===== src/hw/rtl/swm_pkg.sv =====
// Shared types and constants for the sliding window maximum block.
// Holds controller states and the command and status structs.
// No dependencies.
package swm_pkg;

  localparam int WINDOW_MAX_DEF   = 64;
  localparam int SAMPLE_WIDTH_DEF = 16;
  localparam int CFG_W            = 7;
  localparam logic [CFG_W-1:0] WINDOW_RST = 7'd3;

  typedef enum logic [2:0] {
    S_IDLE,
    S_POP_RD,
    S_POP_CK,
    S_PUSH,
    S_EV_RD,
    S_EV_CK,
    S_FINISH
  } state_t;

  // Commands from controller to datapath
  typedef struct packed {
    logic accept;
    logic pop_rd;
    logic pop;
    logic push;
    logic ev_rd;
    logic evict;
    logic finish;
  } cmd_t;

  // Status from datapath to controller
  typedef struct packed {
    logic cnt_zero;
    logic pop_hit;
    logic ev_hit;
    logic out_busy;
  } status_t;

endpackage


===== src/hw/rtl/swm_in_if.sv =====
// Input channel of the sliding window maximum block: valid, ready, sample, first.
// Depends on swm_pkg for the default sample width.
interface swm_in_if
  import swm_pkg::*;
#(
  parameter int SAMPLE_WIDTH = SAMPLE_WIDTH_DEF
);
  logic                           valid;
  logic                           ready;
  logic signed [SAMPLE_WIDTH-1:0] sample;
  logic                           first;

  modport source (output valid, output sample, output first, input ready);
  modport sink   (input valid, input sample, input first, output ready);
endinterface


===== src/hw/rtl/swm_out_if.sv =====
// Result channel of the sliding window maximum block: valid, ready, window_max.
// Depends on swm_pkg for the default sample width.
interface swm_out_if
  import swm_pkg::*;
#(
  parameter int SAMPLE_WIDTH = SAMPLE_WIDTH_DEF
);
  logic                           valid;
  logic                           ready;
  logic signed [SAMPLE_WIDTH-1:0] window_max;

  modport source (output valid, output window_max, input ready);
  modport sink   (input valid, input window_max, output ready);
endinterface


===== src/hw/rtl/swm_ctrl.sv =====
// Controller for the sliding window maximum block: sequences pop, push,
// eviction and finish steps for each beat. Depends on swm_pkg.
module swm_ctrl
  import swm_pkg::*;
(
  input  logic    clk,
  input  logic    rst_n,
  input  logic    in_valid,
  output logic    in_ready,
  input  status_t status,
  output cmd_t    cmd
);

  state_t state_r;
  state_t state_nxt;

  // State register
  always_ff @(posedge clk) begin
    if (!rst_n) begin
      state_r <= S_IDLE;
    end else begin
      state_r <= state_nxt;
    end
  end

  // Next state and commands
  always_comb begin
    state_nxt = state_r;
    cmd       = '0;
    in_ready  = 1'b0;
    case (state_r)
      S_IDLE: begin
        in_ready = 1'b1;
        if (in_valid) begin
          cmd.accept = 1'b1;
          state_nxt  = S_POP_RD;
        end
      end
      S_POP_RD: begin
        if (status.cnt_zero) begin
          state_nxt = S_PUSH;
        end else begin
          cmd.pop_rd = 1'b1;
          state_nxt  = S_POP_CK;
        end
      end
      S_POP_CK: begin
        if (status.pop_hit) begin
          cmd.pop   = 1'b1;
          state_nxt = S_POP_RD;
        end else begin
          state_nxt = S_PUSH;
        end
      end
      S_PUSH: begin
        cmd.push  = 1'b1;
        state_nxt = S_EV_RD;
      end
      S_EV_RD: begin
        cmd.ev_rd = 1'b1;
        state_nxt = S_EV_CK;
      end
      S_EV_CK: begin
        // Keep the front on the read port so finish sees the maximum
        cmd.ev_rd = 1'b1;
        if (status.ev_hit) begin
          cmd.evict = 1'b1;
          state_nxt = S_EV_RD;
        end else begin
          state_nxt = S_FINISH;
        end
      end
      S_FINISH: begin
        cmd.ev_rd = 1'b1;
        // Hold until the output register can take the beat
        if (!status.out_busy) begin
          cmd.finish = 1'b1;
          state_nxt  = S_IDLE;
        end
      end
      default: begin
        state_nxt = S_IDLE;
      end
    endcase
  end

endmodule


===== src/hw/rtl/swm_dp.sv =====
// Datapath for the sliding window maximum block: candidate deque memory,
// pointers, position and fill counters, window register, output register.
// Depends on swm_pkg.
module swm_dp
  import swm_pkg::*;
#(
  parameter int WINDOW_MAX   = WINDOW_MAX_DEF,
  parameter int SAMPLE_WIDTH = SAMPLE_WIDTH_DEF
) (
  input  logic                           clk,
  input  logic                           rst_n,
  input  logic                           cfg_we,
  input  logic [CFG_W-1:0]               cfg_wdata,
  input  logic signed [SAMPLE_WIDTH-1:0] in_sample,
  input  logic                           in_first,
  input  logic                           out_ready,
  output logic                           out_valid,
  output logic signed [SAMPLE_WIDTH-1:0] out_window_max,
  input  cmd_t                           cmd,
  output status_t                        status
);

  localparam int PTR_W   = (WINDOW_MAX > 1) ? $clog2(WINDOW_MAX) : 1;
  localparam int CNT_W   = $clog2(WINDOW_MAX + 1);
  localparam int POS_MOD = 2 * WINDOW_MAX;
  localparam int POS_W   = $clog2(POS_MOD);
  localparam int CMP_A   = (CNT_W > POS_W) ? CNT_W : POS_W;
  localparam int CMP_W   = (CMP_A > CFG_W) ? CMP_A : CFG_W;

  // Candidate store
  logic signed [SAMPLE_WIDTH-1:0] mem_value [WINDOW_MAX];
  logic [POS_W-1:0]               mem_pos   [WINDOW_MAX];

  logic [CFG_W-1:0]               window_size_r;
  logic signed [SAMPLE_WIDTH-1:0] sample_r;
  logic [PTR_W-1:0]               head_r;
  logic [PTR_W-1:0]               tail_r;
  logic [CNT_W-1:0]               count_r;
  logic [POS_W-1:0]               pos_r;
  logic [CNT_W-1:0]               filled_r;
  logic signed [SAMPLE_WIDTH-1:0] rd_value_r;
  logic [POS_W-1:0]               rd_pos_r;
  logic                           out_valid_r;
  logic signed [SAMPLE_WIDTH-1:0] out_value_r;

  logic [PTR_W-1:0] tail_dec;
  logic [PTR_W-1:0] tail_inc;
  logic [PTR_W-1:0] head_inc;
  logic [PTR_W-1:0] rd_addr;
  logic [CMP_W-1:0] cfg_ext;
  logic [CNT_W-1:0] eff_k;
  logic [POS_W-1:0] age;
  logic [POS_W-1:0] pos_inc;
  logic [CNT_W-1:0] filled_inc;
  logic             store_full;

  // Pointer arithmetic modulo the store depth
  always_comb begin
    tail_dec = (tail_r == '0) ? PTR_W'(WINDOW_MAX - 1) : tail_r - 1'b1;
    tail_inc = (tail_r == PTR_W'(WINDOW_MAX - 1)) ? '0 : tail_r + 1'b1;
    head_inc = (head_r == PTR_W'(WINDOW_MAX - 1)) ? '0 : head_r + 1'b1;
    rd_addr  = cmd.ev_rd ? head_r : tail_dec;
    store_full = (count_r == CNT_W'(WINDOW_MAX));
  end

  // Effective window: zero acts as one, clamp at the store depth
  always_comb begin
    cfg_ext = CMP_W'(window_size_r);
    if (cfg_ext == '0) begin
      eff_k = CNT_W'(1);
    end else if (cfg_ext > CMP_W'(WINDOW_MAX)) begin
      eff_k = CNT_W'(WINDOW_MAX);
    end else begin
      eff_k = CNT_W'(cfg_ext);
    end
  end

  // Age of the front candidate, positions wrap at twice the store depth
  always_comb begin
    age = pos_r - rd_pos_r;
    if (pos_r < rd_pos_r) begin
      age = age + POS_W'(POS_MOD);
    end
    pos_inc    = (pos_r == POS_W'(POS_MOD - 1)) ? '0 : pos_r + 1'b1;
    filled_inc = (filled_r == CNT_W'(WINDOW_MAX)) ? filled_r : filled_r + 1'b1;
  end

  // Status back to the controller
  always_comb begin
    status.cnt_zero = (count_r == '0);
    status.pop_hit  = (rd_value_r <= sample_r);
    status.ev_hit   = (CMP_W'(age) >= CMP_W'(eff_k));
    status.out_busy = out_valid_r && !out_ready;
  end

  // Window register
  always_ff @(posedge clk) begin
    if (!rst_n) begin
      window_size_r <= WINDOW_RST;
    end else if (cfg_we) begin
      window_size_r <= cfg_wdata;
    end
  end

  // Store write and registered read
  always_ff @(posedge clk) begin
    if (cmd.push) begin
      mem_value[tail_r] <= sample_r;
      mem_pos[tail_r]   <= pos_r;
    end
    rd_value_r <= mem_value[rd_addr];
    rd_pos_r   <= mem_pos[rd_addr];
  end

  // Latch the incoming beat
  always_ff @(posedge clk) begin
    if (cmd.accept) begin
      sample_r <= in_sample;
    end
  end

  // Deque pointers, count, position and fill counters
  always_ff @(posedge clk) begin
    if (!rst_n) begin
      head_r   <= '0;
      tail_r   <= '0;
      count_r  <= '0;
      pos_r    <= '0;
      filled_r <= '0;
    end else begin
      if (cmd.accept && in_first) begin
        head_r   <= '0;
        tail_r   <= '0;
        count_r  <= '0;
        pos_r    <= '0;
        filled_r <= '0;
      end
      if (cmd.pop) begin
        tail_r  <= tail_dec;
        count_r <= count_r - 1'b1;
      end
      if (cmd.push) begin
        tail_r <= tail_inc;
        // A full store drops its oldest entry, which is out of the window anyway
        if (store_full) begin
          head_r <= head_inc;
        end else begin
          count_r <= count_r + 1'b1;
        end
      end
      if (cmd.evict) begin
        head_r  <= head_inc;
        count_r <= count_r - 1'b1;
      end
      if (cmd.finish) begin
        pos_r    <= pos_inc;
        filled_r <= filled_inc;
      end
    end
  end

  // Output register
  always_ff @(posedge clk) begin
    if (!rst_n) begin
      out_valid_r <= 1'b0;
    end else if (cmd.finish && (filled_inc >= eff_k)) begin
      out_valid_r <= 1'b1;
    end else if (out_ready) begin
      out_valid_r <= 1'b0;
    end
  end

  always_ff @(posedge clk) begin
    if (cmd.finish) begin
      out_value_r <= rd_value_r;
    end
  end

  assign out_valid      = out_valid_r;
  assign out_window_max = out_value_r;

endmodule


===== src/hw/rtl/sliding_window_maximum.sv =====
// Sliding window maximum over the last window_size samples of a sequence.
// Each accepted beat is sequenced as pops of tail candidates no larger than the sample,
// a push of the sample, evictions of front candidates that have left the window, and a
// finish step; a previous result still held by out_ready low stalls the finish step.
// A new beat is taken only after the finish step, as the candidate memory has a single
// read port. Reset (rst_n, synchronous) clears counters and sets the window to 3;
// the candidate memory is not cleared.
module sliding_window_maximum
  import swm_pkg::*;
#(
  parameter int WINDOW_MAX   = WINDOW_MAX_DEF,
  parameter int SAMPLE_WIDTH = SAMPLE_WIDTH_DEF
) (
  input  logic             clk,
  input  logic             rst_n,
  input  logic             cfg_we,
  input  logic [CFG_W-1:0] cfg_wdata,
  swm_in_if.sink           in_if,
  swm_out_if.source        out_if
);

  cmd_t    cmd;
  status_t status;

  swm_ctrl u_ctrl (
    .clk      (clk),
    .rst_n    (rst_n),
    .in_valid (in_if.valid),
    .in_ready (in_if.ready),
    .status   (status),
    .cmd      (cmd)
  );

  swm_dp #(
    .WINDOW_MAX   (WINDOW_MAX),
    .SAMPLE_WIDTH (SAMPLE_WIDTH)
  ) u_dp (
    .clk            (clk),
    .rst_n          (rst_n),
    .cfg_we         (cfg_we),
    .cfg_wdata      (cfg_wdata),
    .in_sample      (in_if.sample),
    .in_first       (in_if.first),
    .out_ready      (out_if.ready),
    .out_valid      (out_if.valid),
    .out_window_max (out_if.window_max),
    .cmd            (cmd),
    .status         (status)
  );

endmodule

===== src/flat_wrapper.sv =====
// flat-port wrapper written by rule: the top's interface ports become plain ports
module sliding_window_maximum_flat import swm_pkg::*;
#(
  parameter int WINDOW_MAX   = WINDOW_MAX_DEF,
  parameter int SAMPLE_WIDTH = SAMPLE_WIDTH_DEF
)
  (clk, rst_n, cfg_we, cfg_wdata, in_if_valid, in_if_sample, in_if_first, in_if_ready, out_if_valid, out_if_window_max, out_if_ready);
  swm_in_if #(.SAMPLE_WIDTH(SAMPLE_WIDTH)) in_if_i ();
  swm_out_if #(.SAMPLE_WIDTH(SAMPLE_WIDTH)) out_if_i ();
  input  logic clk;
  input  logic rst_n;
  input  logic cfg_we;
  input  logic [CFG_W-1:0] cfg_wdata;
  input wire logic [$bits(in_if_i.valid)-1:0] in_if_valid;
  input wire logic [$bits(in_if_i.sample)-1:0] in_if_sample;
  input wire logic [$bits(in_if_i.first)-1:0] in_if_first;
  output wire logic [$bits(in_if_i.ready)-1:0] in_if_ready;
  output wire logic [$bits(out_if_i.valid)-1:0] out_if_valid;
  output wire logic [$bits(out_if_i.window_max)-1:0] out_if_window_max;
  input wire logic [$bits(out_if_i.ready)-1:0] out_if_ready;
  assign in_if_i.valid = in_if_valid;
  assign in_if_i.sample = in_if_sample;
  assign in_if_i.first = in_if_first;
  assign in_if_ready = in_if_i.ready;
  assign out_if_valid = out_if_i.valid;
  assign out_if_window_max = out_if_i.window_max;
  assign out_if_i.ready = out_if_ready;
  sliding_window_maximum #(.WINDOW_MAX(WINDOW_MAX), .SAMPLE_WIDTH(SAMPLE_WIDTH)) u_core (.clk(clk), .rst_n(rst_n), .cfg_we(cfg_we), .cfg_wdata(cfg_wdata), .in_if(in_if_i), .out_if(out_if_i));
endmodule

===== config.mk =====
export PLATFORM = sky130hd
export DESIGN_NAME = sliding_window_maximum_flat
export DESIGN_NICKNAME = d
export VERILOG_FILES = /design/src/hw/rtl/swm_pkg.sv /design/src/hw/rtl/swm_in_if.sv /design/src/hw/rtl/swm_out_if.sv /design/src/hw/rtl/swm_ctrl.sv /design/src/hw/rtl/swm_dp.sv /design/src/hw/rtl/sliding_window_maximum.sv /design/src/flat_wrapper.sv
export SDC_FILE = /design/constraint.sdc
export NUM_CORES = 2
export LEC_CHECK = 0
export BUFFER_PORTS_ARGS = -buffer_cell sky130_fd_sc_hd__buf_2
export CAP_MARGIN = 20
export CORE_ASPECT_RATIO = 1.75
export CORE_UTILIZATION = 55
export DETAILED_ROUTE_END_ITERATION = 6
export PLACE_DENSITY = 0.73
export SLEW_MARGIN = 20
export SYNTH_ARGS = -nofsm -noshare
export SYNTH_HDL_FRONTEND = slang
export SYNTH_SLANG_ARGS = --single-unit

===== constraint.sdc =====
create_clock -name clk -period 3.79 [get_ports clk]
set_input_delay 1.137 -clock clk [delete_from_list [all_inputs] [get_ports clk]]
set_output_delay 1.137 -clock clk [all_outputs]
set_load 0.01 [all_outputs]

==> impl_metrics.tcl <==
set metrics [dict create \
    outcome "finished, violations left" \
    violations "design-rule violations" \
    die_w_um 267 \
    period_needed_ns 3.78 \
    maxCapViolCount 0 \
    whs_endpoint "u_core.u_dp.filled_r[6]" \
    r2r_end "u_core.u_dp.rd_value_r[0]" \
    path_cells "a21bo_4 > o21ai_2 > o22ai_4 > buf_12 > buf_4 > a311oi_1 > or3_1 > a21oi_1 > nor4_1" \
    design.core.area_mm2 0.121 \
    p_clk_frac 0.250 \
    min_from "u_core.u_dp.filled_r[6]" \
    drtIter0Drc 5141 \
    r2r_cells 9 \
    relSlewSlack 0.280 \
    timing.fmax_mhz 265 \
    layout_common_cells "1,504 x edfxtp_1, 817 x nand2_1, 466 x mux2i_1" \
    async_flop_share 0 \
    r2r_slack_ns 0.01 \
    p_int_w 0.0355 \
    postRouteAntennaNets 0 \
    path_buf_inv 2 \
    post-route-period-util 0.997 \
    min_path_cells 2 \
    hold_viol 0 \
    cts_tree "yes" \
    r2r-start "u_core.u_ctrl.state_r[1]" \
    drt-wirelength-per-cell_um 28.1 \
    io_pins 47 \
    timing.final.max_slew_violations 0 \
    overflow 0 \
    layout.cells.non_filler 6828 \
    fin_tns_setup_ns 0 \
    place.gp.congestion 0.962 \
    dp_slack_ns -0.115 \
    cts_hold_buf 0 \
    clock_skew_ns 0.0344 \
    setup_viol 0 \
    nets 5172 \
    grt_pass1_vias 42200 \
    fill_cells 8827 \
    clk_latency_ns 0.79 \
    synth_fp_nets 5032 \
    p_per_area_mw_per_mm2 738 \
    clkSinkCount 1571 \
    wl_um 192000 \
    grt_util_all_layers 0.307 \
    hp-class "flop to flop" \
    die_y_um 465 \
    synthFlopType "edfxtp_1" \
    cp-end-kind "flop" \
    numPlacedInstances 6579 \
    stdcell_area_mm2 0.0757 \
    clock_path_buffers 3 \
    yosysWarnings 0 \
    synth-edff-count 1504 \
    die_area_mm2 0.124 \
    cp_top_family "compound AO/OA/AOI/OAI gates" \
    num_rows 169 \
    pwr-share-comb 0.386 \
    synth_seq_area_share 0.690 \
    numPortBuffers 46 \
    remaining_drc_errors 1 \
    swShare 0.365 \
    netlist_area_mm2 0.0674 \
    max_stage_delay_ns 0.69 \
    cts-root-buf "clkbuf_16" \
    drt_pass1_iterations 7 \
    cts-htree-levels 4 \
    cts_buffers 137 \
    cp_slowest_cell "a21oi_1" \
    drive_gt1_frac 0.136 \
    critical_path_class "flop to flop" \
    switching_power_w 0.0204 \
    crit_fanout 35 \
    synthCells 4957 \
    vdd_drop_max_mv 0.579 \
    avgSynthCellArea_um2 13.6 \
    antenna_found_initial 7 \
    seqPwrFrac 0.364 \
    dp.final_hpwl_um 119000 \
    grt_pass1_wl_um 276000 \
    vias_per_cell 6.40 \
    grt_max_degree 153 \
    critPathArrivalTime_ns 4.40 \
    finalWorstSetupSlack_ns 0.0129 \
    cp.required_ns 4.41 \
    vias 43700 \
    synthDistinctLibCells 82 \
    synth-seq-cells 1571 \
    final_common_cell "edfxtp_1" \
    rsz0062_at_grt "yes" \
    leakage_nw 26.4 \
    start_util 0.555 \
    syn_to_final_growth_pct 12.5 \
    path_clk_slew_ns 0.07 \
    power_w 0.0559 \
    startpoint_type "flop" \
    worst_slew_pin_slew_ns 1.07 \
    place_area_mm2 0.0712 \
]
layout make-up:
cell class / instances / area (um2) / share of cell area
timing repair buffer: 343 / 3020 / 0.0399
antenna: 4 / 10.0 / 0.000132
sequential: 1571 / 46500 / 0.614
tap: 1624 / 2030 / 0.0268
clock buffer: 170 / 3720 / 0.0491
inverter: 42 / 158 / 0.00208
multi-input combinational: 3002 / 19600 / 0.259
clock inverter: 72 / 693 / 0.00915
logic make-up (layout without fill, tap and decap cells):
kind of cell / Yosys count / in the layout / share of synthesized area
DFF: 1571 / 1571 / 0.690
and+or+nand+nor: 1566 / 1567 / 0.110
AOI/OAI and AO/OA: 878 / 878 / 0.0899
muxes: 495 / 495 / 0.0754
buffers and inverters: 385 / 627 / 0.0239
adders and majority gates: 46 / 46 / 0.00866
xor gates and xnor gates: 16 / 16 / 0.00208
other: 0 / 4 / 0
worst min-delay path: stages, from the launching register on:
cell     delay (ns)
dfxtp_1        0.33
nand3_1        0.07
a21oi_1        0.06
flip-flops by register name (all words and copies together), names as in the netlist:
register                    count
u_core.u_dp.tail_r              6
u_core.u_dp.head_r              6
u_core.u_dp.count_r             7
u_core.u_dp.mem_pos           448
u_core.u_dp.out_window_max     16
u_core.u_dp.sample_r           16
u_core.u_dp.out_valid           1
u_core.u_dp.filled_r            7
u_core.u_dp.rd_pos_r            7
u_core.u_ctrl.state_r           3
u_core.u_dp.rd_value_r         16
u_core.u_dp.pos_r               7
u_core.u_dp.cfg_ext             7
u_core.u_dp.mem_value        1024
per-layer routing:
| layer | track usage | vias to the layer above | share of wire |
|---|---|---|---|
| met5 | 0 | - | 0.000068 |
| met4 | 0.225 | 2 | 0.082 |
| li1 | - | 19000 | - |
| met3 | 0.0503 | 535 | 0.079 |
| met2 | 0.517 | 2295 | 0.50 |
| met1 | 0.354 | 21800 | 0.34 |
power by group through the flow:
stage	clock, W	combinational (W)	sequential [W]
after floorplan	0	0.0128	0.0207
after global placement	0	0.0207	0.0207
after detailed placement	0	0.0211	0.0207
after CTS	0.0140	0.0212	0.0203
after global routing	0.0147	0.0227	0.0203
final	0.0140	0.0216	0.0203
cell usage after synthesis (all sizes together) (45+ instances only):
cell type,instances,area share
ha,45,0.0084
nand3,135,0.010
a311oi,128,0.017
edfxtp,1504,0.67
a21oi,324,0.024
nor2,114,0.0065
buf,126,0.0095
nand2b,277,0.026
mux2i,468,0.070
a211oi,228,0.025
clkbuf,217,0.012
dfxtp,67,0.020
and3,57,0.0053
nand2,819,0.046
through the flow:
step / utilization / hold WS [ns]
after floorplan: - / 0.408
after global placement: 0.587 / 0.490
after detailed placement: 0.587 / 0.485
after CTS: 0.623 / 0.493
after global routing: 0.624 / 0.519
final: 0.624 / 0.508
what timing repair did:
item,in CTS,in global routing
endpoints found under the setup margin,1,18
pin swaps,0,4
setup buffers,0,2
resized for setup,1,12
gates cloned,0,1
how the worst max path moves through the flow:
stage / from / endpoint / slack [ns] / depth (start not counted)
after global routing: u_core.u_ctrl.state_r[2] / u_core.u_dp.rd_pos_r[2] / -0.02 / 8
after floorplan: u_core.u_dp.pos_r[3] / u_core.u_dp.head_r[0] / 0.03 / 13
after global placement: u_core.u_dp.tail_r[0] / u_core.u_dp.rd_value_r[9] / -0.09 / 11
after detailed placement: u_core.u_dp.tail_r[0] / u_core.u_dp.rd_value_r[9] / -0.11 / 11
after CTS: u_core.u_dp.tail_r[0] / u_core.u_dp.rd_value_r[8] / 0.006 / 12
final: u_core.u_ctrl.state_r[1] / u_core.u_dp.rd_value_r[0] / 0.01 / 9
No activity file was read; power rests on OpenSTA's default activity.
